===== src/sv/gtos_pkg.sv =====
// Shared types, constants and the character-to-row lookup of the glyph text streamer.
package gtos_pkg;

   localparam int GLYPH_ROWS  = 128;
   localparam int GLYPH_BYTES = 16;
   localparam int STORE_DEPTH = GLYPH_ROWS * GLYPH_BYTES;
   localparam int STORE_AW    = $clog2(STORE_DEPTH);

   // Rows in use run from 0 to 72.
   localparam int ROW_W  = 7;
   localparam int IDX_W  = $clog2(GLYPH_BYTES);
   localparam int STEP_W = 5;

   localparam int QUEUE_DEPTH = 2;
   localparam int QPTR_W      = $clog2(QUEUE_DEPTH);
   localparam int QCNT_W      = $clog2(QUEUE_DEPTH + 1);

   localparam logic REQ_LOAD   = 1'b0;
   localparam logic REQ_RENDER = 1'b1;

   localparam logic [ROW_W-1:0] ROW_COLON = ROW_W'(10);

   localparam logic [7:0] CMD_COL_LO  = 8'h00;
   localparam logic [7:0] CMD_COL_HI  = 8'h10;
   localparam logic [7:0] CMD_PAGE    = 8'hB0;
   localparam logic [7:0] NIBBLE_MASK = 8'h0F;
   localparam logic [7:0] BORDER_TOP  = 8'h01;
   localparam logic [7:0] BORDER_BOT  = 8'h80;

   typedef enum logic {
      SEQ_IDLE,
      SEQ_RUN
   } seq_state_type;

   typedef enum logic [1:0] {
      POS_COL_LO,
      POS_COL_HI,
      POS_PAGE
   } pos_type;

   typedef struct packed {
      logic             hit;
      logic [ROW_W-1:0] row;
   } row_hit_type;

   // One classified job as it waits between the front and the back.
   typedef struct packed {
      logic             is_render;
      logic [10:0]      addr;
      logic [7:0]       data;
      logic [ROW_W-1:0] row;
      logic             blank;
      logic             narrow;
      logic             border;
      logic [7:0]       col;
      logic [2:0]       page;
   } item_type;

   function automatic row_hit_type lookup_row(input logic [7:0] ch);
      row_hit_type r;
      r.hit = 1'b1;
      r.row = '0;
      if (ch inside {[8'h30:8'h39]}) begin
         r.row = ROW_W'(ch - 8'h30);
      end else if (ch inside {[8'h61:8'h7A]}) begin
         r.row = ROW_W'(ch - 8'h61 + 8'd12);
      end else if (ch inside {[8'h41:8'h5A]}) begin
         r.row = ROW_W'(ch - 8'h41 + 8'd38);
      end else begin
         case (ch)
            8'h3A:   r.row = ROW_COLON;
            8'h2F:   r.row = ROW_W'(11);
            8'h21:   r.row = ROW_W'(64);
            8'h40:   r.row = ROW_W'(65);
            8'h23:   r.row = ROW_W'(66);
            8'h24:   r.row = ROW_W'(67);
            8'h25:   r.row = ROW_W'(68);
            8'h5E:   r.row = ROW_W'(69);
            8'h2B:   r.row = ROW_W'(70);
            8'h2D:   r.row = ROW_W'(71);
            8'h2E:   r.row = ROW_W'(72);
            default: r.hit = 1'b0;
         endcase
      end
      return r;
   endfunction

endpackage


===== src/sv/gtos_queue.sv =====
// Short job queue between the front end and the byte sequencer.
module gtos_queue (
   input  logic                 clock,
   input  logic                 reset,
   input  logic                 push_valid,
   input  gtos_pkg::item_type   push_item,
   output logic                 full,
   input  logic                 pop,
   output logic                 pop_valid,
   output gtos_pkg::item_type   pop_item
);
   import gtos_pkg::*;

   item_type            entries_ff [QUEUE_DEPTH];
   logic [QPTR_W-1:0]   wr_ptr_ff;
   logic [QPTR_W-1:0]   wr_ptr_in;
   logic [QPTR_W-1:0]   rd_ptr_ff;
   logic [QPTR_W-1:0]   rd_ptr_in;
   logic [QCNT_W-1:0]   count_ff;
   logic [QCNT_W-1:0]   count_in;
   logic                push;
   logic                take;

   function automatic logic [QPTR_W-1:0] next_ptr(input logic [QPTR_W-1:0] p);
      return (p == QPTR_W'(QUEUE_DEPTH - 1)) ? '0 : p + 1'b1;
   endfunction

   assign full      = (count_ff == QCNT_W'(QUEUE_DEPTH));
   assign pop_valid = (count_ff != '0);
   assign pop_item  = entries_ff[rd_ptr_ff];
   assign push      = push_valid && !full;
   assign take      = pop && pop_valid;

   always_comb begin
      wr_ptr_in = push ? next_ptr(wr_ptr_ff) : wr_ptr_ff;
      rd_ptr_in = take ? next_ptr(rd_ptr_ff) : rd_ptr_ff;
      count_in  = count_ff;
      if (push && !take) begin
         count_in = count_ff + 1'b1;
      end else if (take && !push) begin
         count_in = count_ff - 1'b1;
      end
   end

   always_ff @(posedge clock) begin
      if (reset) begin
         wr_ptr_ff <= '0;
         rd_ptr_ff <= '0;
         count_ff  <= '0;
      end else begin
         wr_ptr_ff <= wr_ptr_in;
         rd_ptr_ff <= rd_ptr_in;
         count_ff  <= count_in;
      end
   end

   always_ff @(posedge clock) begin
      if (push) begin
         entries_ff[wr_ptr_ff] <= push_item;
      end
   end

endmodule


===== config.mk =====
export PLATFORM = sky130hd
export DESIGN_NAME = gtos_queue
export DESIGN_NICKNAME = d
export VERILOG_FILES = /design/src/sv/gtos_pkg.sv /design/src/sv/gtos_queue.sv
export SDC_FILE = /design/constraint.sdc
export NUM_CORES = 1
export LEC_CHECK = 0
export BUFFER_PORTS_ARGS = -buffer_cell sky130_fd_sc_hd__buf_2
export CELL_PAD_IN_SITES_DETAIL_PLACEMENT = 0
export CELL_PAD_IN_SITES_GLOBAL_PLACEMENT = 1
export CORE_MARGIN = 2
export CORE_UTILIZATION = 40
export CTS_CLUSTER_DIAMETER = 120
export DETAILED_ROUTE_END_ITERATION = 7
export GPL_TIMING_DRIVEN = 0
export PLACE_DENSITY = 0.81
export SETUP_SLACK_MARGIN = 0.2
export SLEW_MARGIN = 5
export SYNTH_ARGS = -nofsm -noshare
export SYNTH_HDL_FRONTEND = slang
export SYNTH_SLANG_ARGS = --single-unit
export TNS_END_PERCENT = 100

===== constraint.sdc =====
create_clock -name clock -period 2.3 [get_ports clock]
set_input_delay 0 -clock clock [delete_from_list [all_inputs] [get_ports clock]]
set_output_delay 0 -clock clock [all_outputs]
set_load 0.02 [all_outputs]

==> flow_summary.yaml, run 1 <==
synth:
  synth.most_common_cell: "edfxtp_1"
  avgSynthCellArea_um2: 20.7
  synth_edf_count: 82
  ys_ff_latch: 87
  synth_top_area_share: 0.777
  yosysSeqAreaShare: 0.809
  async_flop_share: 0
  yosys_warnings: 0
  synthCells: 153
  synth_area_leader_cell: "edfxtp_1"
  synth_commonest_cells: "edfxtp_1 (82), mux2_2 (38), buf_2 (5), dfxtp_1 (5), nor2_1 (4)"
  synth_ff_type: "edfxtp_1"
  syn_nets: 199
  syn_area_um2: 3170
  synth_area_leaders: "edfxtp_1 (78%), mux2_2 (14%), dfxtp_1 (3.2%)"
  yosysUniqueCellTypes: 15
route:
  vias: 1826
  postRouteAntennaNets: 0
  routedWlPerCell_um: 14.2
  drc: 0
  viasPerCell: 4.54
  firstDrtPassIters: 4
  drtIter0Drc: 50
  wl_um: 5710
critical_path:
  cp.required_ps: 2350
  r2r-start: "count_ff[0]"
  crit_type: "register to register"
  reg2reg_depth: 4
  worst_ep_arrival_time_ps: 1840
  start_kind: "register"
  r2r-end: "entries_ff[0][29]"
  timing.reg2reg.setup_slack_ps: 510
  critical_path_peak_fanout: 23
  cp-end-kind: "register"
power:
  fin_total_pwr_uw: 4640
  leakagePower_uw: 0.00169
  powerDensity_nw_per_um2: 1050
  vdd_drop_max_mv: 0.525
floorplan:
  core_area_um2: 7690
  ios: 88
  die_width_um: 93.0
  rows: 32
  die_h_um: 93.0
  initial_utilization: 0.412
  dieArea_um2: 8650
finish:
  multiInputGateArea_um2: 576
  antenna_cells: 0
  fin_nets: 341
  drive_gt1_frac: 0.500
  final-seq-area_um2: 2560
  postLayoutCellArea_um2: 4430
  area_growth_pct: 39.8
  fillers: 636
sta:
  hold_viol: 0
  post-route-period-util: 0.779
  slew_viol_final: 0
  max_freq_mhz: 558
  holdWs_ps: 28.7
  clock_skew_ps: 10.1
  rsz0062_at_grt: "no"
  setup_viol: 0
  min_period_ps: 1790
  slew_headroom: 0.679
  worstMarginPinSlew_ps: 482
global_routing:
  grt_max_degree: 25
  grt_pass1_wl_um: 8840
  antenna_found_initial: 0
  track_usage: 0.139
  grt_pass1_vias: 1931
  overflow: 0
place:
  dpl.hpwl_um: 3550
  place.gp.congestion: 0.648
  placed_area_um2: 3770
  io_buffers: 87
cts:
  cts_sinks: 87
  htree_levels: 3
  cts_resized: 0
  clk_pin_slew_ps: 80
  cts_buffers: 9
  cts_buffer_depth: 2
  cts_tree: "yes"
  clk_latency_ps: 350
  clock-root-buffer: "clkbuf_8"
hold_path:
  holdCritPathClass: "input pin to register"
  min_to: "wr_ptr_ff"
  hold_path_depth: 4
  worstHoldStart: "push_valid"
run_status:
  status: "complete, no violations"
flow_run:
  drv_cap: 0
state kept, by name (all words and copies together) (netlist names), named ones only:
register	flops
count_ff	2
entries_ff	82
rd_ptr_ff	1
wr_ptr_ff	1
worst max path at each step:
stage,from,endpoint,cells after the start
after global placement,count_ff[1],entries_ff[1][32],3
after detailed placement,count_ff[0],entries_ff[0][29],4
after CTS,count_ff[0],entries_ff[0][29],4
after floorplan,count_ff[1],entries_ff[0][0],3
final,count_ff[0],entries_ff[0][29],4
after global routing,count_ff[0],entries_ff[0][31],4
metal layers:
| metal | routed length, um | GRT usage | vias to the layer above | share of wire |
|---|---|---|---|---|
| li1 | - | - | 878 | - |
| met1 | 2280 | 0.150 | 876 | 0.40 |
| met2 | 3040 | 0.250 | 64 | 0.53 |
| met3 | 285 | 0.0338 | 8 | 0.050 |
| met4 | 103 | 0.0735 | 0 | 0.018 |
| met5 | 0 | 0 | - | 0 |
kinds of logic after synthesis:
kind of cell,share of synthesized area
fa+ha+maj,0.00395
flops,0.809
mux,0.146
compound gates,0.00789
buf+inv,0.0103
xor+xnor,0.00829
simple gates,0.0154
report_power, final:
group | total (uW) | switching, uW | leakage [uW] | internal (uW)
combinational | 1360 | 784 | 0.000774 | 580
sequential | 2050 | 59.5 | 0.000807 | 1990
clock | 1230 | 502 | 0.000114 | 724
total | 4640 | 1350 | 0.00169 | 3290
repair_timing:
item                                   4_1_cts  5_1_grt
hold buffers                                42        0
buffers inserted                             0        0
endpoints found under the hold margin       87        0
area by class of cell:
cell class | count | area share
plain buffers | 5 | 0.00565
multi-input cells | 59 | 0.130
inverters | 2 | 0.00169
clock buffers | 11 | 0.0296
flip-flops and latches | 87 | 0.578
repair buffers | 131 | 0.202
clock inverters | 5 | 0.0240
well taps | 102 | 0.0288
critical path, stage by stage, from the launching register on:
cell     delay, ps
dfxtp_1        430
nor2b_2         90
or3_1          360
inv_2          370
buf_12         240
layout by cell type (no fill, tap or decap), types with 3 or more instances in the layout:
master	n
buf_2	92
edfxtp_1	82
dlygate4sd3_1	42
mux2_2	38
clkbuf_8	9
dfxtp_1	5
nor2_1	4
mux2_1	3
o21ai_0	3
xor2_1	3
bufinv_16	3
metrics by stage:
stage	utilization	TNS (ps)	worst slack (ps)	std cells
2_1_floorplan	-	0	247	153
3_3_place_gp	0.486	-21710	-318	342
3_5_place_dp	0.491	0	492	344
4_1_cts	0.576	0	466	402
5_1_grt	0.576	0	390	402
6_report	0.576	0	509	402
Note: power is estimated with default switching activity, not from simulation.
==> run 2, diff against run 1 <==
- clock period: 2.3 -> 1.9 ns (I/O delays scaled with it)
==> run 2 against run 1 <==
Worst setup slack got worse by 250 ps. Maximum frequency up 9.1%. Final cell count is 0.25% lower. Clock skew up 0.93 ps. Count of clock-buffer cells in the layout down 1. Sequential share of layout area is 0.88 points higher. Largest power group unchanged.
==> flow_summary.yaml, run 2 (synthesis results as in run 1) <==
floorplan:
  die_h_um: 93.0
  initial_utilization: 0.412
  ios: 88
  die_width_um: 93.0
  rows: 32
  core_area_um2: 7690
  dieArea_um2: 8650
cts:
  clock-root-buffer: "clkbuf_8"
  cts_sinks: 87
  clk_pin_slew_ps: 80
  htree_levels: 3
  clk_latency_ps: 340
  cts_buffers: 9
  cts_buffer_depth: 2
  cts_tree: "yes"
finish:
  layout_commonest_cell: "buf_2"
  fin_nets: 340
  regMostFlops: "entries_ff"
  postLayoutCellArea_um2: 4370
  antenna_cells: 0
  drive_gt1_frac: 0.498
  final_cell_mix: "buf_2 (92), edfxtp_1 (82), dlygate4sd3_1 (42), mux2_2 (38), clkbuf_8 (9)"
  area_growth_pct: 37.7
  reg_top3: "entries_ff x82, count_ff x2"
  largest_reg_flops: 82
  finalCoreUtilization: 0.568
global_routing:
  overflow: 0
  track_usage: 0.131
  grt_pass1_vias: 1863
  antenna_found_initial: 0
  grt_pass1_wl_um: 8530
  grt_max_degree: 42
hold_path:
  holdCritPathClass: "input pin to register"
  worstHoldStart: "push_valid"
route:
  postRouteAntennaNets: 0
  viasPerCell: 4.43
  vias: 1778
  drc: 0
  routedWlPerCell_um: 13.8
  firstDrtPassIters: 4
  wl_um: 5550
  drtIter0Drc: 43
place:
  place.gp.congestion: 0.645
  placed_area_um2: 3750
  dpl.hpwl_um: 3240
  place_worst_setup_slack_ps: -90.5
  io_buffers: 87
critical_path:
  worst_ep_arrival_time_ps: 1630
  critPathLaunch: "count_ff[0]"
  critical_path_peak_fanout: 21
  critPathSlowestCell: "dfxtp_1"
  r2r-start: "count_ff[0]"
  cp_slowest_stage_delay_ps: 460
  path_buf_inv: 1
  crit_type: "register to register"
  path_cells: "nor2b_4 > or3_4 > clkinvlp_4"
  cp-end-kind: "register"
  cp.required_ps: 1890
  start_kind: "register"
  crit_family: "flip-flops"
power:
  vdd_drop_max_mv: 0.659
  leakagePower_uw: 0.00165
  fin_total_pwr_uw: 5340
  powerDensity_nw_per_um2: 1220
sta:
  slew_headroom: 0.611
  setup_viol: 0
  holdWs_ps: 37.8
  hold_viol: 0
  worst_slack_ps: 258
  slew_viol_final: 0
  clock_skew_ps: 11.0
  rsz0062_at_grt: "yes"
  worstMarginPinSlew_ps: 583
  post-route-period-util: 0.864
  max_freq_mhz: 609
  min_period_ps: 1640
flow_run:
  drv_cap: 0
run_status:
  status: "complete, no violations"
[run 2: cell types whose count changed in the layout (fill, tap and decap cells not counted), sizes merged]
| cell | change |
|---|---|
| clkinvlp | +3 |
| bufinv | -2 |
| buf | -2 |
| clkbuf | -1 |
| inv | -1 |
| clkinv | +2 |
[run 2: area by class of cell]
cell class | instances | area, um2
fillers | 651 | 3320
flip-flops and latches | 87 | 2560
repair buffers | 129 | 856
multi-input cells | 59 | 587
clock buffers | 10 | 128
well taps | 102 | 128
clock inverters | 6 | 61.3
plain buffers | 5 | 25.0
inverters | 2 | 11.3
repair inverters | 1 | 7.51
[run 2: final timing paths]
| path | end | cells after the start | slack [ps] |
|---|---|---|---|
| setup / recovery | entries_ff[0][38] | 3 | 260 |
| hold / removal | wr_ptr_ff | 4 | 40 |
| setup reg to reg | entries_ff[0][38] | 3 | 260 |
| hold reg to reg | wr_ptr_ff | 2 | 510 |
[run 2: timing repair]
| item | CTS | global route |
|---|---|---|
| buffers inserted | 0 | 0 |
| setup endpoints to repair | 82 | 66 |
| hold buffers | 42 | 0 |
| cloned | 1 | 0 |
| resized for setup | 2 | 0 |
| pin swaps | 0 | 1 |
| hold endpoints to repair | 87 | 0 |
[run 2: stage by stage]
step           TNS, ps  cells
2_1_floorplan        0    153
3_3_place_gp     -5870    342
3_5_place_dp     -5720    342
4_1_cts              0    401
5_1_grt              0    401
6_report             0    401
[run 2: power breakdown]
part	internal (uW)	leakage, uW	switching (uW)
logic	687	0.000755	953
clock network	602	0.0000876	609
registers	2410	0.000807	73.5
[run 2: routing by layer]
layer	vias up	part of all wire	wire length, um	track usage
li1	871	-	-	-
met1	847	0.42	2340	0.148
met2	51	0.52	2890	0.240
met3	9	0.041	228	0.0282
met4	0	0.016	90	0.0551
met5	-	0	0	0
[run 2: worst reg2reg max path: cells and delay by family (launching register included)]
kind | cells | cell delay [ps]
simple gates | 2 | 450
buf+inv | 1 | 380
flops | 1 | 460
==> run 3, diff against run 2 <==
- CTS_BUF_LIST: not set -> sky130_fd_sc_hd__clkbuf_4
==> run 3 against run 2 <==
Maximum frequency up 2.5%. Wire length up 3.5%. Clock skew up 7.6 ps. Global-route usage up 0.16 points. Highest routed layer unchanged. Combinational power up 2%. Via count up 1.9%. Sequential share of layout area up 0.21 points. Sequential cell count unchanged. Critical path depth up 1.
==> flow_summary.yaml, run 3 (synthesis results as in run 1) <==
run_status:
  status: "complete, no violations"
route:
  drc: 0
  viasPerCell: 4.48
  drtIter0Drc: 40
  firstDrtPassIters: 4
  postRouteAntennaNets: 0
  wl_um: 5750
  routedWlPerCell_um: 14.2
  vias: 1811
finish:
  final_cell_mix: "buf_2 (88), edfxtp_1 (82), dlygate4sd3_1 (44), mux2_2 (38), clkbuf_4 (10)"
  layout_commonest_cell: "buf_2"
  largest_reg_flops: 82
  reg_top3: "entries_ff x82, count_ff x2"
  fin_nets: 343
  drive_gt1_frac: 0.503
  regMostFlops: "entries_ff"
  antenna_cells: 0
  multiInputGateArea_um2: 594
  fillers: 644
  postLayoutCellArea_um2: 4350
  fin_cells: 404
  area_growth_pct: 37.3
  final-seq-area_um2: 2560
  finalCoreUtilization: 0.566
cts:
  cts_setup_buffers: 0
  cts_tree: "yes"
  cts_buffers: 9
  clk_pin_slew_ps: 130
  clk_latency_ps: 420
  htree_levels: 3
  cts_buffer_depth: 2
  cts_sinks: 87
  clock-root-buffer: "clkbuf_4"
sta:
  tns_ps: 0
  slew_viol_final: 0
  slew_headroom: 0.637
  worstMarginPinSlew_ps: 545
  rsz0062_at_grt: "yes"
  setup_viol: 0
  min_period_ps: 1600
  post-route-period-util: 0.843
  max_freq_mhz: 624
  worst_slack_ps: 299
  hold_viol: 0
  clock_skew_ps: 18.7
global_routing:
  antenna_found_initial: 0
  overflow: 0
  track_usage: 0.133
  grt_pass1_wl_um: 8560
  grt_pass1_vias: 1863
  grt_max_degree: 42
critical_path:
  worst_ep_arrival_time_ps: 1600
  crit_family: "buffers and inverters"
  crit_type: "register to primary output"
  cp_slowest_stage_delay_ps: 360
  cp.required_ps: 1900
  path_buf_inv: 3
  timing.critical_path.mode_cell: "buf_2"
  start_kind: "register"
  path_cells: "buf_2 > buf_4 > mux2_2 > buf_2"
  cp-end-kind: "primary output"
  critPathSlowestCell: "mux2_2"
  critical_path_peak_fanout: 10
hold_path:
  holdCritPathClass: "input pin to register"
floorplan:
  rows: 32
  dieArea_um2: 8650
  initial_utilization: 0.412
  die_h_um: 93.0
  core_area_um2: 7690
  ios: 88
  die_width_um: 93.0
power:
  switching_power_uw: 1630
  switching_share: 0.315
  clkPwrFrac: 0.193
  p_comb_frac: 0.326
  vdd_drop_max_mv: 0.659
  leakagePower_uw: 0.00164
  p_seq_frac: 0.482
  powerDensity_nw_per_um2: 1190
  p_int_uw: 3540
place:
  place_worst_setup_slack_ps: -90.5
  dpl.hpwl_um: 3240
  place.gp.congestion: 0.645
  dp.cells: 342
  placed_area_um2: 3750
  io_buffers: 87
flow_run:
  drv_cap: 0
run 3: stage by stage:
step	hold WS, ps	power, uW
finish	270	5160
floorplan	69.1	3620
global placement	187	4090
CTS	244	5210
global route	288	5430
detailed placement	191	4110
run 3: repair_timing:
item	in CTS	in global routing
setup endpoints to repair	102	123
hold buffers	44	0
gates cloned	1	1
hold endpoints to repair	87	0
pin swaps	0	1
gates resized for setup	2	9
run 3: power groups by stage:
stage | clock network, uW | logic, uW | registers [uW]
2_1_floorplan | 0 | 1110 | 2510
3_3_place_gp | 0 | 1570 | 2520
3_5_place_dp | 0 | 1580 | 2540
4_1_cts | 1040 | 1680 | 2490
5_1_grt | 1110 | 1810 | 2510
6_report | 996 | 1680 | 2490
run 3: worst paths after layout:
path | start | end | slack [ps] | cells past startpoint
worst min-delay path | push_valid | entries_ff[1][27] | 270 | 4
worst min register to register | count_ff[1] | count_ff[1] | 520 | 2
worst max register to register | count_ff[1] | wr_ptr_ff | 310 | 4
worst max-delay path | register | pop_item[16] | 300 | 4
run 3: layout make-up:
class,instances,area share
timing repair inverter,1,0.00173
clock buffer,10,0.0173
buffer,5,0.00805
tap,102,0.0293
timing repair buffer,131,0.201
sequential,87,0.589
multi-input combinational,60,0.137
inverter,2,0.00259
clock inverter,6,0.0141
run 3: metal layers:
metal	up-vias	share of wire	track usage
met5	-	0	0
met2	50	0.51	0.234
met1	872	0.43	0.157
li1	881	-	-
met4	0	0.013	0.0625
met3	8	0.042	0.0258
run 3: worst register-to-register path, cell delays in order, from the launching register on:
cell and delay, ps:
dfxtp_1 350, nor2b_4 140, or3_4 370, a21oi_1 140
dlygate4sd3_1 550
