--- src/sv/gtos_pkg.sv ---
// Shared types, constants and the character-to-row lookup of the glyph text streamer.
package gtos_pkg;

   localparam int GLYPH_ROWS  = 128;
   localparam int GLYPH_BYTES = 16;
   localparam int STORE_DEPTH = GLYPH_ROWS * GLYPH_BYTES;
   localparam int STORE_AW    = $clog2(STORE_DEPTH);

   // Rows in use run from 0 to 72.
   localparam int ROW_W  = 7;
   localparam int IDX_W  = $clog2(GLYPH_BYTES);
   localparam int STEP_W = 5;

   localparam int QUEUE_DEPTH = 2;
   localparam int QPTR_W      = $clog2(QUEUE_DEPTH);
   localparam int QCNT_W      = $clog2(QUEUE_DEPTH + 1);

   localparam logic REQ_LOAD   = 1'b0;
   localparam logic REQ_RENDER = 1'b1;

   localparam logic [ROW_W-1:0] ROW_COLON = ROW_W'(10);

   localparam logic [7:0] CMD_COL_LO  = 8'h00;
   localparam logic [7:0] CMD_COL_HI  = 8'h10;
   localparam logic [7:0] CMD_PAGE    = 8'hB0;
   localparam logic [7:0] NIBBLE_MASK = 8'h0F;
   localparam logic [7:0] BORDER_TOP  = 8'h01;
   localparam logic [7:0] BORDER_BOT  = 8'h80;

   typedef enum logic {
      SEQ_IDLE,
      SEQ_RUN
   } seq_state_type;

   typedef enum logic [1:0] {
      POS_COL_LO,
      POS_COL_HI,
      POS_PAGE
   } pos_type;

   typedef struct packed {
      logic             hit;
      logic [ROW_W-1:0] row;
   } row_hit_type;

   // One classified job as it waits between the front and the back.
   typedef struct packed {
      logic             is_render;
      logic [10:0]      addr;
      logic [7:0]       data;
      logic [ROW_W-1:0] row;
      logic             blank;
      logic             narrow;
      logic             border;
      logic [7:0]       col;
      logic [2:0]       page;
   } item_type;

   function automatic row_hit_type lookup_row(input logic [7:0] ch);
      row_hit_type r;
      r.hit = 1'b1;
      r.row = '0;
      if (ch inside {[8'h30:8'h39]}) begin
         r.row = ROW_W'(ch - 8'h30);
      end else if (ch inside {[8'h61:8'h7A]}) begin
         r.row = ROW_W'(ch - 8'h61 + 8'd12);
      end else if (ch inside {[8'h41:8'h5A]}) begin
         r.row = ROW_W'(ch - 8'h41 + 8'd38);
      end else begin
         case (ch)
            8'h3A:   r.row = ROW_COLON;
            8'h2F:   r.row = ROW_W'(11);
            8'h21:   r.row = ROW_W'(64);
            8'h40:   r.row = ROW_W'(65);
            8'h23:   r.row = ROW_W'(66);
            8'h24:   r.row = ROW_W'(67);
            8'h25:   r.row = ROW_W'(68);
            8'h5E:   r.row = ROW_W'(69);
            8'h2B:   r.row = ROW_W'(70);
            8'h2D:   r.row = ROW_W'(71);
            8'h2E:   r.row = ROW_W'(72);
            default: r.hit = 1'b0;
         endcase
      end
      return r;
   endfunction

endpackage

--- src/sv/gtos_front.sv ---
// Front end: accepts requests, maps characters to glyph rows and keeps the column cursor.
module gtos_front (
   input  logic                 clock,
   input  logic                 reset,
   input  logic                 req_valid,
   output logic                 req_stall,
   input  logic                 req_type,
   input  logic [10:0]          req_glyph_addr,
   input  logic [7:0]           req_glyph_byte,
   input  logic [7:0]           req_character,
   input  logic                 req_border,
   input  logic                 req_restart,
   input  logic [7:0]           req_start_column,
   input  logic [2:0]           req_page,
   input  logic                 q_full,
   output logic                 push_valid,
   output gtos_pkg::item_type   push_item
);
   import gtos_pkg::*;

   logic [7:0]  cursor_ff;
   logic [7:0]  cursor_in;
   logic [7:0]  col;
   row_hit_type hit;
   logic        narrow;
   logic        accepted;

   assign req_stall  = q_full;
   assign push_valid = req_valid;
   assign accepted   = req_valid && !q_full;

   always_comb begin
      hit    = lookup_row(req_character);
      narrow = !hit.hit || (hit.row == ROW_COLON);
      col    = req_restart ? req_start_column : cursor_ff;

      push_item.is_render = (req_type == REQ_RENDER);
      push_item.addr      = req_glyph_addr;
      push_item.data      = req_glyph_byte;
      push_item.row       = hit.row;
      push_item.blank     = !hit.hit;
      push_item.narrow    = narrow;
      push_item.border    = req_border;
      push_item.col       = col;
      push_item.page      = req_page;

      cursor_in = cursor_ff;
      if (accepted && (req_type == REQ_RENDER)) begin
         cursor_in = col + (narrow ? 8'd4 : 8'd8);
      end
   end

   always_ff @(posedge clock) begin
      if (reset) begin
         cursor_ff <= '0;
      end else begin
         cursor_ff <= cursor_in;
      end
   end

endmodule

--- config.mk ---
export PLATFORM = sky130hd
export DESIGN_NAME = gtos_front
export DESIGN_NICKNAME = d
export VERILOG_FILES = /design/src/sv/gtos_pkg.sv /design/src/sv/gtos_front.sv
export SDC_FILE = /design/constraint.sdc
export NUM_CORES = 1
export LEC_CHECK = 0
export CAP_MARGIN = 15
export CELL_PAD_IN_SITES_DETAIL_PLACEMENT = 0
export CELL_PAD_IN_SITES_GLOBAL_PLACEMENT = 1
export CORE_MARGIN = 3
export CORE_UTILIZATION = 44
export DETAILED_ROUTE_END_ITERATION = 10
export DONT_BUFFER_PORTS = 1
export PLACE_DENSITY_LB_ADDON = 0.1
export SLEW_MARGIN = 20
export SYNTH_ARGS = -nofsm -noshare
export SYNTH_HDL_FRONTEND = slang
export SYNTH_SLANG_ARGS = --single-unit
--- constraint.sdc ---
create_clock -name clock -period 3.9 [get_ports clock]
set_input_delay 0.39 -clock clock [delete_from_list [all_inputs] [get_ports clock]]
set_output_delay 0.39 -clock clock [all_outputs]
set_load 0.02 [all_outputs]
==> flow_summary.html, run 1 <==
<table>
<tr><th>Metric</th><th>Value</th></tr>
<tr><th colspan="2">Cells and area</th></tr>
<tr><td>Layout Nets</td><td>246</td></tr>
<tr><td>Ant. Diodes</td><td>0</td></tr>
<tr><td>Growth of design area from synthesis to finish</td><td>-3.72%</td></tr>
<tr><td>Leading cell type in the layout, fill and taps excluded</td><td>nor2_1</td></tr>
<tr><td>Final instance count without filler cells</td><td>232</td></tr>
<tr><td>Largest registers</td><td>cursor_ff (8)</td></tr>
<tr><td>Highest-count cells in the layout ignoring fill and taps</td><td>nor2_1 (20), nand2_1 (15), inv_1 (13), ha_1 (12)</td></tr>
<tr><td>Register ranked first by flip-flop count</td><td>cursor_ff</td></tr>
<tr><td>Layout cells sized above 1</td><td>16.1%</td></tr>
<tr><td>Flip-flop count of the largest register after layout</td><td>8</td></tr>
<tr><th colspan="2">STA</th></tr>
<tr><td>Crit share post-route</td><td>92.7%</td></tr>
<tr><td>Post-route worst setup slack</td><td>0.286 ns</td></tr>
<tr><td>Aggregate negative setup slack</td><td>0 ns</td></tr>
<tr><td>Final number of setup-violating endpoints</td><td>0</td></tr>
<tr><td>Unrepaired setup endpoints after global routing</td><td>no</td></tr>
<tr><td>Final Hold Vio Count</td><td>0</td></tr>
<tr><td>Timing-limited maximum frequency</td><td>277 MHz</td></tr>
<tr><td>Max-slew violation count</td><td>0</td></tr>
<tr><td>Minimum clock period after layout</td><td>3.61 ns</td></tr>
<tr><td>Clock tree skew after final layout</td><td>0.00416 ns</td></tr>
<tr><td>Worst rel slew slack</td><td>38.5%</td></tr>
<tr><td>Pin slew with the least headroom to its limit</td><td>0.919 ns</td></tr>
<tr><th colspan="2">Clocking</th></tr>
<tr><td>Number of buffers added for setup after CTS</td><td>0</td></tr>
<tr><td>Count of cells resized by post-cts repair</td><td>0</td></tr>
<tr><td>Clock tree from TritonCTS</td><td>done</td></tr>
<tr><td>CTS Hold Bufs</td><td>0</td></tr>
<tr><td>Master cell of the clock root buffer</td><td>clkbuf_8</td></tr>
<tr><td>Source-to-sink clock delay at the later pin of the worst-skew pair</td><td>0.23 ns</td></tr>
<tr><td>CTS sink cnt</td><td>8</td></tr>
<tr><td>Clock edge transition at the registers on the reported setup and hold paths</td><td>0.04 ns</td></tr>
<tr><td>Inserted Clock Buffers</td><td>3</td></tr>
<tr><td>Number of buffers on the longest clock path</td><td>2</td></tr>
<tr><td>Deepest level of the CTS H-tree</td><td>1</td></tr>
<tr><th colspan="2">Worst setup path</th></tr>
<tr><td>Critical path data arrival time</td><td>3.79 ns</td></tr>
<tr><td>Timing endpoint of the critical path</td><td>cursor_ff[6]$_SDFFE_PP0P_</td></tr>
<tr><td>Cells along the critical path</td><td>inv_1, ha_1, nor4b_2, nor2_1, o211a_1, a2111oi_4, o32ai_1, nor3b_2, a31o_1, ha_1, inv_1, fa_1, nor3_1, xnor2_1, mux2i_1, nor2_1</td></tr>
<tr><td>Type of element capturing the critical path</td><td>flip-flop</td></tr>
<tr><td>Classification of the worst setup path</td><td>input port to flip-flop</td></tr>
<tr><td>Internal reg-to-reg setup slack</td><td>2.00 ns</td></tr>
<tr><td>Worst-path fanout max</td><td>7</td></tr>
<tr><td>Reg-to-reg startpoint</td><td>cursor_ff[3]$_SDFFE_PP0P_</td></tr>
<tr><td>Worst-path cell with the longest stage delay</td><td>nor4b_2</td></tr>
<tr><td>Endpoint required time on the critical path</td><td>4.07 ns</td></tr>
<tr><td>Critical path's top delay family</td><td>simple AND/OR/NAND/NOR gates</td></tr>
<tr><td>Total buffers and inverters traversed by the critical path</td><td>2</td></tr>
<tr><td>Biggest cell delay along the critical path</td><td>0.41 ns</td></tr>
<tr><td>Path depth of the worst reg2reg path</td><td>8</td></tr>
<tr><td>Reg2reg end</td><td>cursor_ff[7]$_SDFFE_PP0P_</td></tr>
<tr><td>Depth of the critical timing path with buffers and inverters included</td><td>16</td></tr>
<tr><td>Launch point of the critical path</td><td>req_character[1]</td></tr>
<tr><td>Category of the worst setup path launch point</td><td>input port</td></tr>
<tr><th colspan="2">Min path</th></tr>
<tr><td>Min-Delay Path Depth</td><td>1</td></tr>
<tr><td>Min-Delay Path Class</td><td>input port to flip-flop</td></tr>
<tr><th colspan="2">Route</th></tr>
<tr><td>Drt via density</td><td>6.37</td></tr>
<tr><td>Post-route ant nets</td><td>0</td></tr>
<tr><td>Number of DRC violations after detailed routing</td><td>0</td></tr>
<tr><td>Routed len/inst</td><td>19.1 um</td></tr>
<tr><td>Iter 0 DRT Violations</td><td>149</td></tr>
<tr><td>DRT Pass-1 Iters</td><td>4</td></tr>
<tr><td>Post-Route WL</td><td>4.42 mm</td></tr>
<tr><td>Detailed-route via count</td><td>1478</td></tr>
<tr><th colspan="2">Floorplanning</th></tr>
<tr><td>I/O Pins</td><td>88</td></tr>
<tr><td>Die H</td><td>66.6 um</td></tr>
<tr><td>Core box area</td><td>0.00344 mm^2</td></tr>
<tr><td>Area of the die</td><td>0.00444 mm^2</td></tr>
<tr><td>Starting Density</td><td>47.0%</td></tr>
<tr><td>Row count</td><td>21</td></tr>
<tr><td>Die X-Extent</td><td>66.6 um</td></tr>
<tr><th colspan="2">GRT</th></tr>
<tr><td>Number of global-route vias before repair</td><td>1407</td></tr>
<tr><td>Met3 track demand over resource in global routing</td><td>4.55%</td></tr>
<tr><td>Initial antenna violation count</td><td>0</td></tr>
<tr><td>Met1 track demand over resource</td><td>27.5%</td></tr>
<tr><td>Gr ovfl total</td><td>0</td></tr>
<tr><td>Met2 Resource Use GR</td><td>28.7%</td></tr>
<tr><td>Pin count of the biggest net entering global routing</td><td>17</td></tr>
<tr><td>Wire length of the first global-routing pass</td><td>6.92 mm</td></tr>
<tr><td>Most used routing layer in global routing</td><td>met2</td></tr>
<tr><td>Overall track demand over capacity in global routing</td><td>20.1%</td></tr>
<tr><th colspan="2">Logic synthesis</th></tr>
<tr><td>Biggest area consumer among synthesized cells</td><td>buf_4</td></tr>
<tr><td>Nets in the synthesized netlist</td><td>263</td></tr>
<tr><td>Count of flip-flops with a built-in enable after synthesis</td><td>0</td></tr>
<tr><td>Number of distinct library cells after synthesis</td><td>64</td></tr>
<tr><td>Top cell type's share of synthesized area</td><td>12.5%</td></tr>
<tr><td>Mapped Avg Cell Area</td><td>7.89 um^2</td></tr>
<tr><td>Share of synthesized area occupied by flip-flops and latches</td><td>9.91%</td></tr>
<tr><td>Post-synth design cell area</td><td>0.00162 mm^2</td></tr>
<tr><td>Multiplexer fraction of the synthesized cell area</td><td>9.91%</td></tr>
<tr><td>Number of warnings issued by yosys</td><td>0</td></tr>
<tr><td>Dominant register cell in the synthesized netlist</td><td>dfxtp_1</td></tr>
<tr><td>Adder and majority cell fraction of the synthesized area</td><td>10.5%</td></tr>
<tr><td>Top area cells in the synthesized netlist</td><td>buf_4 (13%), dfxtp_1 (9.9%), ha_1 (9.3%)</td></tr>
<tr><td>Post-synthesis sequential element count</td><td>8</td></tr>
<tr><td>Cell count after synthesis</td><td>205</td></tr>
<tr><td>Largest family of logic cells by synthesized area</td><td>compound AO/OA/AOI/OAI gates</td></tr>
<tr><td>Share of synthesized flip-flops with an asynchronous set or reset</td><td>0%</td></tr>
<tr><td>Simple-gate area share of the yosys netlist</td><td>23.2%</td></tr>
<tr><td>Share of the synthesized area in compound gates (AO/OA/AOI/OAI)</td><td>26.5%</td></tr>
<tr><td>Parity-gate share of the synthesized area counting xor and xnor cells</td><td>2.71%</td></tr>
<tr><th colspan="2">Placed design</th></tr>
<tr><td>Post-place setup slack</td><td>0.0636 ns</td></tr>
<tr><td>Routability congestion estimate from global placement</td><td>0.888</td></tr>
<tr><td>Half-perimeter wire length after placement</td><td>3.51 mm</td></tr>
<tr><td>Total of buffers placed on input and output ports</td><td>0</td></tr>
<tr><td>Placed cells</td><td>229</td></tr>
<tr><th colspan="2">Flow run</th></tr>
<tr><td>Max Cap Viol</td><td>0</td></tr>
<tr><th colspan="2">Power</th></tr>
<tr><td>Pwr dens</td><td>212 mW/mm^2</td></tr>
<tr><td>Peak supply drop</td><td>0.000157 V</td></tr>
<tr><td>Static Leakage</td><td>0.678 nW</td></tr>
<tr><th colspan="2">Outcome</th></tr>
<tr><td>Run status</td><td>complete, no violations</td></tr>
</table>
-- worst min path at each step --
stage / start / to / slack (ns)
after global routing: reset / cursor_ff[2]$_SDFFE_PP0P_ / 0.22
after global placement: reset / cursor_ff[0]$_SDFFE_PP0P_ / 0.46
after detailed placement: reset / cursor_ff[1]$_SDFFE_PP0P_ / 0.47
final: reset / cursor_ff[2]$_SDFFE_PP0P_ / 0.22
after floorplan: cursor_ff[0]$_SDFFE_PP0P_ / cursor_ff[0]$_SDFFE_PP0P_ / 0.46
after CTS: reset / cursor_ff[2]$_SDFFE_PP0P_ / 0.22
-- area by class of cell --
cell class | instances | area [um^2]
Timing Repair Buffer | 9 | 67.6
Clock buffer | 3 | 41.3
Sequential cell | 8 | 160
Tap cell | 46 | 57.6
Fill cell | 368 | 1890
Multi-Input combinational cell | 152 | 1180
Inverter | 14 | 52.6
-- report_power, final --
group / total, mW / switching [mW] / internal, mW
clock: 0.103 / 0.0355 / 0.0671
sequential: 0.0866 / 0.00147 / 0.0851
combinational: 0.141 / 0.0842 / 0.0567
-- synthesized netlist by cell type (3+ instances only) --
| cell | instances |
|---|---|
| o21a_1 | 3 |
| nor4_1 | 3 |
| xnor2_1 | 5 |
| nor3_1 | 3 |
| o21ai_0 | 10 |
| nand2b_1 | 3 |
| inv_1 | 13 |
| nor2_1 | 20 |
| mux2i_1 | 10 |
| nand2_1 | 15 |
| mux2_2 | 3 |
| dfxtp_1 | 8 |
| buf_4 | 27 |
| a21oi_1 | 6 |
| and3_1 | 3 |
| ha_1 | 12 |
-- per-layer routing --
layer / vias to the layer above / share of wire, %
met2: 77 / 42
met3: 30 / 9.8
met4: 0 / 5.0
li1: 683 / -
met1: 688 / 43
met5: - / 0
-- logic make-up after synthesis --
logic type | after synthesis
compound gates | 53
xor+xnor | 5
fa+ha+maj | 13
buf+inv | 45
flops | 8
mux | 14
simple gates | 67
-- per-stage QoR --
stage,hold WS [ns],power [mW],util [%],area [um^2]
after global placement,0.464,0.228,44.0,1520
after global routing,0.222,0.349,45.2,1560
final,0.224,0.330,45.2,1560
after floorplan,0.456,0.241,-,1620
after CTS,0.218,0.332,45.2,1560
after detailed placement,0.465,0.227,44.0,1520
-- worst register-to-register path: cells and delay by family (launching register included) --
family	cells	cell delay [ns]
buffers and inverters	1	0.20
AOI/OAI and AO/OA	1	0.08
muxes	2	0.33
and+or+nand+nor	2	0.39
adders and majority gates	1	0.31
DFF	1	0.31
xor gates and xnor gates	1	0.16
Power figures use the tool's default switching activity.
==> run 2: changes to the inputs <==
==> constraint.sdc (replaced) <==
create_clock -name clock -period 4 [get_ports clock]
set_input_delay 0.4 -clock clock [delete_from_list [all_inputs] [get_ports clock]]
set_output_delay 0.4 -clock clock [all_outputs]
set_load 0.02 [all_outputs]
==> run 2 against run 1 <==
Hold slack improved by 0.018 ns; highest routed layer unchanged; total power fell by 4.4%; clock skew fell by 0.0027 ns; cell area fell by 0.48%; first-iteration DRC count fell by 31%; combinational power fell by 3%; utilization fell by 0.22 points; largest cell class unchanged; sequential cell count did not move; sequential share of layout area barely moved; non-clock buffer count fell by 1.
==> flow_summary.html, run 2 (synthesis results as in run 1) <==
<table>
<tr><th>Metric</th><th>Value</th></tr>
<tr><th colspan="2">Worst setup path</th></tr>
<tr><td>Worst-path fanout max</td><td>7 (unchanged)</td></tr>
<tr><td>Category of the worst setup path launch point</td><td>input port</td></tr>
<tr><td>Classification of the worst setup path</td><td>input port to flip-flop</td></tr>
<tr><td>Type of element capturing the critical path</td><td>flip-flop</td></tr>
<tr><td>Critical path data arrival time</td><td>3.76 ns (-0.03 ns)</td></tr>
<tr><td>Endpoint required time on the critical path</td><td>4.16 ns (+0.09 ns)</td></tr>
<tr><th colspan="2">Cells and area</th></tr>
<tr><td>Layout cells sized above 1</td><td>15.7% (-0.45 points)</td></tr>
<tr><td>Leading cell type in the layout, fill and taps excluded</td><td>nor2_1</td></tr>
<tr><td>Ant. Diodes</td><td>0 (unchanged)</td></tr>
<tr><td>Register ranked first by flip-flop count</td><td>cursor_ff</td></tr>
<tr><td>Largest registers</td><td>cursor_ff (8)</td></tr>
<tr><td>Layout Nets</td><td>245 (-0.41%)</td></tr>
<tr><td>Growth of design area from synthesis to finish</td><td>-4.18%</td></tr>
<tr><td>Flip-flop count of the largest register after layout</td><td>8 (unchanged)</td></tr>
<tr><td>Number of filler cells placed in the layout</td><td>356 (-3.3%)</td></tr>
<tr><td>Highest-count cells in the layout ignoring fill and taps</td><td>nor2_1 (20), nand2_1 (15), inv_1 (13), ha_1 (12)</td></tr>
<tr><th colspan="2">Clocking</th></tr>
<tr><td>Master cell of the clock root buffer</td><td>clkbuf_8</td></tr>
<tr><td>Clock tree from TritonCTS</td><td>done</td></tr>
<tr><td>CTS Hold Bufs</td><td>0 (unchanged)</td></tr>
<tr><td>Inserted Clock Buffers</td><td>3 (unchanged)</td></tr>
<tr><td>Source-to-sink clock delay at the later pin of the worst-skew pair</td><td>0.22 ns (about the same)</td></tr>
<tr><td>CTS sink cnt</td><td>8 (unchanged)</td></tr>
<tr><td>Count of cells resized by post-cts repair</td><td>0 (unchanged)</td></tr>
<tr><td>Number of buffers added for setup after CTS</td><td>0 (unchanged)</td></tr>
<tr><td>Deepest level of the CTS H-tree</td><td>1 (unchanged)</td></tr>
<tr><td>Clock edge transition at the registers on the reported setup and hold paths</td><td>0.04 ns (about the same)</td></tr>
<tr><td>Number of buffers on the longest clock path</td><td>2 (unchanged)</td></tr>
<tr><th colspan="2">Placed design</th></tr>
<tr><td>Routability congestion estimate from global placement</td><td>0.853 (-3.9%)</td></tr>
<tr><td>Half-perimeter wire length after placement</td><td>3.51 mm (-0.13%)</td></tr>
<tr><td>Total of buffers placed on input and output ports</td><td>0 (unchanged)</td></tr>
<tr><th colspan="2">Floorplanning</th></tr>
<tr><td>Die H</td><td>66.6 um (unchanged)</td></tr>
<tr><td>I/O Pins</td><td>88 (unchanged)</td></tr>
<tr><td>Die X-Extent</td><td>66.6 um (unchanged)</td></tr>
<tr><td>Row count</td><td>21 (unchanged)</td></tr>
<tr><td>Starting Density</td><td>47.0% (unchanged)</td></tr>
<tr><td>Core box area</td><td>0.00344 mm^2 (unchanged)</td></tr>
<tr><td>Area of the die</td><td>0.00444 mm^2 (unchanged)</td></tr>
<tr><th colspan="2">STA</th></tr>
<tr><td>Unrepaired setup endpoints after global routing</td><td>no</td></tr>
<tr><td>Minimum clock period after layout</td><td>3.60 ns</td></tr>
<tr><td>Pin slew with the least headroom to its limit</td><td>0.893 ns (-0.0254 ns)</td></tr>
<tr><td>Final Hold Vio Count</td><td>0 (unchanged)</td></tr>
<tr><td>Timing-limited maximum frequency</td><td>277 MHz</td></tr>
<tr><td>Crit share post-route</td><td>90.1%</td></tr>
<tr><td>Clock tree skew after final layout</td><td>0.00150 ns (-0.00266 ns)</td></tr>
<tr><td>Final number of setup-violating endpoints</td><td>0 (unchanged)</td></tr>
<tr><td>Max-slew violation count</td><td>0 (unchanged)</td></tr>
<tr><td>Aggregate negative setup slack</td><td>0 ns (unchanged)</td></tr>
<tr><td>Worst rel slew slack</td><td>40.2% (+1.7 points)</td></tr>
<tr><td>Hold_ws</td><td>0.242 ns (+0.0179 ns)</td></tr>
<tr><th colspan="2">Route</th></tr>
<tr><td>Routed len/inst</td><td>18.5 um (-2.9%)</td></tr>
<tr><td>Number of DRC violations after detailed routing</td><td>0 (unchanged)</td></tr>
<tr><td>Post-Route WL</td><td>4.28 mm (-3.3%)</td></tr>
<tr><td>Post-route ant nets</td><td>0 (unchanged)</td></tr>
<tr><td>Drt via density</td><td>6.19 (-2.8%)</td></tr>
<tr><td>Detailed-route via count</td><td>1430 (-3.2%)</td></tr>
<tr><td>Iter 0 DRT Violations</td><td>103 (-31%)</td></tr>
<tr><td>DRT Pass-1 Iters</td><td>4 (unchanged)</td></tr>
<tr><th colspan="2">Min path</th></tr>
<tr><td>Min-Delay Path Class</td><td>input port to flip-flop</td></tr>
<tr><th colspan="2">GRT</th></tr>
<tr><td>Number of global-route vias before repair</td><td>1378 (-2.1%)</td></tr>
<tr><td>Pin count of the biggest net entering global routing</td><td>17 (unchanged)</td></tr>
<tr><td>Wire length of the first global-routing pass</td><td>6.97 mm (+0.71%)</td></tr>
<tr><td>Initial antenna violation count</td><td>0 (unchanged)</td></tr>
<tr><td>Gr ovfl total</td><td>0 (unchanged)</td></tr>
<tr><td>Overall track demand over capacity in global routing</td><td>20.3% (+0.19 points)</td></tr>
<tr><th colspan="2">Power</th></tr>
<tr><td>Peak supply drop</td><td>0.000175 V (+12%)</td></tr>
<tr><td>Power, Total</td><td>0.315 mW (-4.4%)</td></tr>
<tr><td>Pwr dens</td><td>204 mW/mm^2 (-4.0%)</td></tr>
<tr><td>Static Leakage</td><td>0.674 nW (-0.61%)</td></tr>
<tr><th colspan="2">Flow run</th></tr>
<tr><td>Max Cap Viol</td><td>0 (unchanged)</td></tr>
<tr><th colspan="2">Outcome</th></tr>
<tr><td>Run status</td><td>complete, no violations</td></tr>
</table>
run 2: changes by cell type in the layout (fill, tap and decap cells not counted), sizes merged:
cell	before	now
buf	9	8
run 2: area by class of cell:
class / instances / area (um^2) / share of cell area (%)
flip-flops and latches: 8 / 160 / 10.3
multi-input cells: 152 / 1180 / 76.0
well taps: 46 / 57.6 / 3.72
clock buffers: 3 / 41.3 / 2.67
repair buffers: 8 / 60.1 / 3.88
inverters: 14 / 52.6 / 3.39
run 2: through the flow:
stage | setup WS [ns] | cell area, um^2 | util [%] | cells
3_3_place_gp | 0.303 | 1510 | 43.8 | 228
5_1_grt | 0.118 | 1550 | 45.0 | 231
2_1_floorplan | 0.285 | 1620 | - | 205
6_report | 0.396 | 1550 | 45.0 | 231
3_5_place_dp | 0.166 | 1510 | 43.8 | 228
4_1_cts | 0.402 | 1550 | 45.0 | 231
run 2: worst max-delay path: stages:
cell       delay, ns
inv_1           0.06
ha_1            0.28
nor4b_2         0.41
nor2_1          0.16
o211a_1         0.28
a2111oi_4       0.31
o32ai_1         0.17
nor3b_2         0.24
a31o_1          0.23
ha_1            0.18
inv_1           0.05
fa_1            0.41
nor3_1          0.24
xnor2_1         0.14
mux2i_1         0.09
nor2_1          0.11
run 2: final timing paths:
path | cells past startpoint | to | from | slack, ns
setup / recovery | 16 | cursor_ff[6]$_SDFFE_PP0P_ | req_character[1] | 0.40
hold / removal | 1 | cursor_ff[1]$_SDFFE_PP0P_ | reset | 0.24
setup reg to reg | 8 | cursor_ff[7]$_SDFFE_PP0P_ | cursor_ff[3]$_SDFFE_PP0P_ | 2.10
hold reg to reg | 2 | cursor_ff[0]$_SDFFE_PP0P_ | cursor_ff[0]$_SDFFE_PP0P_ | 0.49
run 2: report_power, final:
part	internal, mW	switching, mW	leakage (nW)
registers	0.0831	0.00149	0.0650
logic	0.0548	0.0820	0.587
clock network	0.0649	0.0290	0.0216
run 2: routing by layer:
layer  global-route usage, %  part of all wire (%)
met2                    29.3                    45
met1                    28.8                    44
met5                       0                     0
met3                    4.38                   8.4
met4                    7.87                   3.1
==> run 3: changes to the inputs <==
--- a/config.mk
+++ b/config.mk
@@ -5,11 +5,12 @@
 export SDC_FILE = /design/constraint.sdc
 export NUM_CORES = 1
 export LEC_CHECK = 0
+export ABC_AREA = 1
 export CAP_MARGIN = 15
 export CELL_PAD_IN_SITES_DETAIL_PLACEMENT = 0
 export CELL_PAD_IN_SITES_GLOBAL_PLACEMENT = 1
 export CORE_MARGIN = 3
-export CORE_UTILIZATION = 44
+export CORE_UTILIZATION = 42
 export DETAILED_ROUTE_END_ITERATION = 10
 export DONT_BUFFER_PORTS = 1
 export PLACE_DENSITY_LB_ADDON = 0.1
==> run 3 against run 2 <==
Sequential cell count unchanged; sequential share of layout area decreased by 0.84 points; cell area is 8.8% higher; combinational power increased by 17%.
==> flow_summary.html, run 3 <==
<table>
<tr><th>Metric</th><th>Value</th></tr>
<tr><th colspan="2">Placed design</th></tr>
<tr><td>Routability congestion estimate from global placement</td><td>0.819 (-4.1%)</td></tr>
<tr><td>Half-perimeter wire length after placement</td><td>3.60 mm (+2.6%)</td></tr>
<tr><td>Placed cells</td><td>320 (+40%)</td></tr>
<tr><td>Total of buffers placed on input and output ports</td><td>0 (unchanged)</td></tr>
<tr><td>Post-place setup slack</td><td>0.592 ns (+0.425 ns)</td></tr>
<tr><th colspan="2">Floorplanning</th></tr>
<tr><td>Row count</td><td>23 (+9.5%)</td></tr>
<tr><td>Die H</td><td>71.7 um (+7.6%)</td></tr>
<tr><td>Area of the die</td><td>0.00514 mm^2 (+16%)</td></tr>
<tr><td>I/O Pins</td><td>88 (unchanged)</td></tr>
<tr><td>Die X-Extent</td><td>71.7 um (+7.6%)</td></tr>
<tr><td>Starting Density</td><td>44.3% (-2.6 points)</td></tr>
<tr><td>Core box area</td><td>0.00409 mm^2 (+19%)</td></tr>
<tr><th colspan="2">Route</th></tr>
<tr><td>Iter 0 DRT Violations</td><td>52 (-50%)</td></tr>
<tr><td>Drt via density</td><td>5.05 (-18%)</td></tr>
<tr><td>Number of DRC violations after detailed routing</td><td>0 (unchanged)</td></tr>
<tr><td>Post-route ant nets</td><td>0 (unchanged)</td></tr>
<tr><td>DRT Pass-1 Iters</td><td>4 (unchanged)</td></tr>
<tr><td>Post-Route WL</td><td>4.33 mm (+1.1%)</td></tr>
<tr><td>Detailed-route via count</td><td>1632 (+14%)</td></tr>
<tr><td>Routed len/inst</td><td>13.4 um (-28%)</td></tr>
<tr><th colspan="2">Logic synthesis</th></tr>
<tr><td>Cell count after synthesis</td><td>300 (+46%)</td></tr>
<tr><td>Share of synthesized area occupied by flip-flops and latches</td><td>8.84% (-1.1 points)</td></tr>
<tr><td>Most frequent cell after synthesis</td><td>nand2_1</td></tr>
<tr><td>Biggest area consumer among synthesized cells</td><td>nand2_1</td></tr>
<tr><td>Share of synthesized flip-flops with an asynchronous set or reset</td><td>0% (unchanged)</td></tr>
<tr><td>List of most frequent post-synthesis cells</td><td>nand2_1 (71), inv_1 (42), nor2_1 (33)</td></tr>
<tr><td>Count of flip-flops with a built-in enable after synthesis</td><td>0 (unchanged)</td></tr>
<tr><td>Post-synthesis sequential element count</td><td>8 (unchanged)</td></tr>
<tr><td>Post-synth design cell area</td><td>0.00181 mm^2 (+12%)</td></tr>
<tr><td>Top area cells in the synthesized netlist</td><td>nand2_1 (15%), buf_4 (11%), dfxtp_1 (8.8%)</td></tr>
<tr><td>Nets in the synthesized netlist</td><td>358 (+36%)</td></tr>
<tr><td>Dominant register cell in the synthesized netlist</td><td>dfxtp_1</td></tr>
<tr><td>Number of warnings issued by yosys</td><td>0 (unchanged)</td></tr>
<tr><td>Mapped Avg Cell Area</td><td>6.04 um^2 (-23%)</td></tr>
<tr><td>Number of distinct library cells after synthesis</td><td>34 (-47%)</td></tr>
<tr><td>Top cell type's share of synthesized area</td><td>14.7% (+2.2 points)</td></tr>
<tr><th colspan="2">GRT</th></tr>
<tr><td>Number of global-route vias before repair</td><td>1565 (+14%)</td></tr>
<tr><td>Overall track demand over capacity in global routing</td><td>17.1% (-3.1 points)</td></tr>
<tr><td>Wire length of the first global-routing pass</td><td>7.07 mm (+1.5%)</td></tr>
<tr><td>Initial antenna violation count</td><td>0 (unchanged)</td></tr>
<tr><td>Gr ovfl total</td><td>0 (unchanged)</td></tr>
<tr><td>Pin count of the biggest net entering global routing</td><td>17 (unchanged)</td></tr>
<tr><th colspan="2">Clocking</th></tr>
<tr><td>Clock tree from TritonCTS</td><td>done</td></tr>
<tr><td>Clock edge transition at the registers on the reported setup and hold paths</td><td>0.04 ns (about the same)</td></tr>
<tr><td>CTS sink cnt</td><td>8 (unchanged)</td></tr>
<tr><td>Deepest level of the CTS H-tree</td><td>1 (unchanged)</td></tr>
<tr><td>Number of buffers on the longest clock path</td><td>2 (unchanged)</td></tr>
<tr><td>Count of cells resized by post-cts repair</td><td>0 (unchanged)</td></tr>
<tr><td>CTS Hold Bufs</td><td>0 (unchanged)</td></tr>
<tr><td>Master cell of the clock root buffer</td><td>clkbuf_8</td></tr>
<tr><td>Number of buffers added for setup after CTS</td><td>0 (unchanged)</td></tr>
<tr><td>Inserted Clock Buffers</td><td>3 (unchanged)</td></tr>
<tr><td>Source-to-sink clock delay at the later pin of the worst-skew pair</td><td>0.23 ns (about the same)</td></tr>
<tr><th colspan="2">Worst setup path</th></tr>
<tr><td>Cells along the critical path</td><td>inv_1, ha_1, nand2_1, nand2_1, nand3_4, nand2_4, inv_2, nand2_1, nand3_2, nor2_1, nand2_1, inv_1, nand2_1, nand2_1, ha_1, inv_1, fa_1, nor3_1, nor2_1, o221ai_1, inv_1</td></tr>
<tr><td>Path depth of the worst reg2reg path</td><td>9 (+1)</td></tr>
<tr><td>Type of element capturing the critical path</td><td>flip-flop</td></tr>
<tr><td>Worst-path fanout max</td><td>8 (+1)</td></tr>
<tr><td>Critical path data arrival time</td><td>3.29 ns (-0.47 ns)</td></tr>
<tr><td>Biggest cell delay along the critical path</td><td>0.39 ns (-0.02 ns)</td></tr>
<tr><td>Internal reg-to-reg setup slack</td><td>1.62 ns (-0.48 ns)</td></tr>
<tr><td>Timing endpoint of the critical path</td><td>cursor_ff[6]$_SDFFE_PP0P_</td></tr>
<tr><td>Category of the worst setup path launch point</td><td>input port</td></tr>
<tr><td>Critical path's top delay family</td><td>simple AND/OR/NAND/NOR gates</td></tr>
<tr><td>Classification of the worst setup path</td><td>input port to flip-flop</td></tr>
<tr><td>Most common cell on crit path</td><td>nand2_1</td></tr>
<tr><td>Reg-to-reg startpoint</td><td>cursor_ff[2]$_SDFFE_PP0P_</td></tr>
<tr><td>Depth of the critical timing path with buffers and inverters included</td><td>21 (+5)</td></tr>
<tr><td>Total buffers and inverters traversed by the critical path</td><td>5 (+3)</td></tr>
<tr><td>Reg2reg end</td><td>cursor_ff[6]$_SDFFE_PP0P_</td></tr>
<tr><td>Launch point of the critical path</td><td>req_character[0]</td></tr>
<tr><td>Worst-path cell with the longest stage delay</td><td>fa_1</td></tr>
<tr><td>Endpoint required time on the critical path</td><td>4.11 ns (-0.05 ns)</td></tr>
<tr><th colspan="2">Power</th></tr>
<tr><td>Part of the power in registers</td><td>25.0% (-1.8 points)</td></tr>
<tr><td>Combinational power share</td><td>46.8% (+3.4 points)</td></tr>
<tr><td>Static Leakage</td><td>0.924 nW (+37%)</td></tr>
<tr><td>Switching part of the total</td><td>41.1% (+5.4 points)</td></tr>
<tr><td>Peak supply drop</td><td>0.0000601 V (-66%)</td></tr>
<tr><td>Fraction of power consumed by the clock network</td><td>28.2% (-1.6 points)</td></tr>
<tr><td>Switching component of the power</td><td>0.141 mW (+25%)</td></tr>
<tr><td>Power Internal</td><td>0.202 mW (-0.38%)</td></tr>
<tr><td>Pwr dens</td><td>204 mW/mm^2 (about the same)</td></tr>
<tr><th colspan="2">Cells and area</th></tr>
<tr><td>Register ranked first by flip-flop count</td><td>cursor_ff</td></tr>
<tr><td>Growth of design area from synthesis to finish</td><td>-6.97%</td></tr>
<tr><td>Flip-flop count of the largest register after layout</td><td>8 (unchanged)</td></tr>
<tr><td>Leading cell type in the layout, fill and taps excluded</td><td>nand2_1</td></tr>
<tr><td>Highest-count cells in the layout ignoring fill and taps</td><td>nand2_1 (71), inv_1 (42), nor2_1 (33), o21ai_0 (15), nand3_1 (15)</td></tr>
<tr><td>Ant. Diodes</td><td>0 (unchanged)</td></tr>
<tr><td>Final Core Density</td><td>41.2% (-3.8 points)</td></tr>
<tr><td>Layout cells sized above 1</td><td>15.0% (-0.66 points)</td></tr>
<tr><td>Layout Nets</td><td>333 (+36%)</td></tr>
<tr><td>Final instance count without filler cells</td><td>323 (+40%)</td></tr>
<tr><td>Largest registers</td><td>cursor_ff (8)</td></tr>
<tr><th colspan="2">STA</th></tr>
<tr><td>Crit share post-route</td><td>79.4% (-11 points)</td></tr>
<tr><td>Hold_ws</td><td>0.335 ns (+0.0930 ns)</td></tr>
<tr><td>Post-route worst setup slack</td><td>0.825 ns (+0.429 ns)</td></tr>
<tr><td>Timing-limited maximum frequency</td><td>315 MHz (+14%)</td></tr>
<tr><td>Max-slew violation count</td><td>0 (unchanged)</td></tr>
<tr><td>Pin slew with the least headroom to its limit</td><td>0.849 ns (-0.0447 ns)</td></tr>
<tr><td>Worst rel slew slack</td><td>42.8% (+2.6 points)</td></tr>
<tr><td>Final number of setup-violating endpoints</td><td>0 (unchanged)</td></tr>
<tr><td>Unrepaired setup endpoints after global routing</td><td>no</td></tr>
<tr><td>Aggregate negative setup slack</td><td>0 ns (unchanged)</td></tr>
<tr><td>Clock tree skew after final layout</td><td>0.000931 ns (-0.000572 ns)</td></tr>
<tr><td>Minimum clock period after layout</td><td>3.17 ns (-0.429 ns)</td></tr>
<tr><td>Final Hold Vio Count</td><td>0 (unchanged)</td></tr>
<tr><th colspan="2">Min path</th></tr>
<tr><td>Min-Delay Path Depth</td><td>3 (+2)</td></tr>
<tr><td>Min-Delay Path Class</td><td>input port to flip-flop</td></tr>
<tr><th colspan="2">Outcome</th></tr>
<tr><td>Run status</td><td>complete, no violations</td></tr>
<tr><th colspan="2">Flow run</th></tr>
<tr><td>Max Cap Viol</td><td>0 (unchanged)</td></tr>
</table>
-- run 3: cell types whose count changed after synthesis, sizes merged, moves of 4 or more --
cell    before  now
mux2i       10    0
inv         13   48
a21oi        7   14
nand3        2   22
nand2       15   80
nand2b       4    0
xnor2        5    1
xor2         0   10
o21ai       12   18
nor2        20   40
-- run 3: layer usage --
metal	share of wire (%)	GRT usage, %
met1	42	18.7
met2	50	31.9
met3	6.2	3.79
met4	1.9	6.47
met5	0	0
-- run 3: kinds of logic after synthesis --
logic type                 synth area share, %
DFF                                       8.84
adders and majority gates                 9.39
and+or+nand+nor                           42.1
xor gates and xnor gates                  5.32
buffers and inverters                     24.0
AOI/OAI and AO/OA                         10.4
-- run 3: area by class of cell --
type	instances	area, um^2
inverter	49	189
fill	460	2400
multi-input combinational	211	1220
timing repair buffer	2	15.0
clock buffer	3	41.3
tap	50	62.6
sequential	8	160
-- run 3: worst min-delay path by stage --
stage | startpoint | end | slack (ns)
after floorplan | cursor_ff[0]$_SDFFE_PP0P_ | cursor_ff[0]$_SDFFE_PP0P_ | 0.42
after global placement | cursor_ff[0]$_SDFFE_PP0P_ | cursor_ff[0]$_SDFFE_PP0P_ | 0.44
after detailed placement | cursor_ff[2]$_SDFFE_PP0P_ | cursor_ff[2]$_SDFFE_PP0P_ | 0.44
after CTS | reset | cursor_ff[5]$_SDFFE_PP0P_ | 0.33
after global routing | reset | cursor_ff[7]$_SDFFE_PP0P_ | 0.34
final | reset | cursor_ff[5]$_SDFFE_PP0P_ | 0.34
-- run 3: power by group through the flow --
stage | registers, mW | logic (mW) | clock network [mW]
2_1_floorplan | 0.0868 | 0.182 | 0
3_3_place_gp | 0.0872 | 0.163 | 0
3_5_place_dp | 0.0872 | 0.162 | 0
4_1_cts | 0.0858 | 0.162 | 0.100
5_1_grt | 0.0859 | 0.182 | 0.105
6_report | 0.0858 | 0.160 | 0.0967
-- run 3: worst min-delay path, stage by stage --
cell	delay (ns)
nor2_1	0.02
o21ai_0	0.06
inv_1	0.04
-- run 3: through the flow --
stage	area [um^2]	power, mW
after floorplan	1810	0.269
after global placement	1640	0.250
after detailed placement	1640	0.249
after CTS	1690	0.348
after global routing	1690	0.373
final	1690	0.343
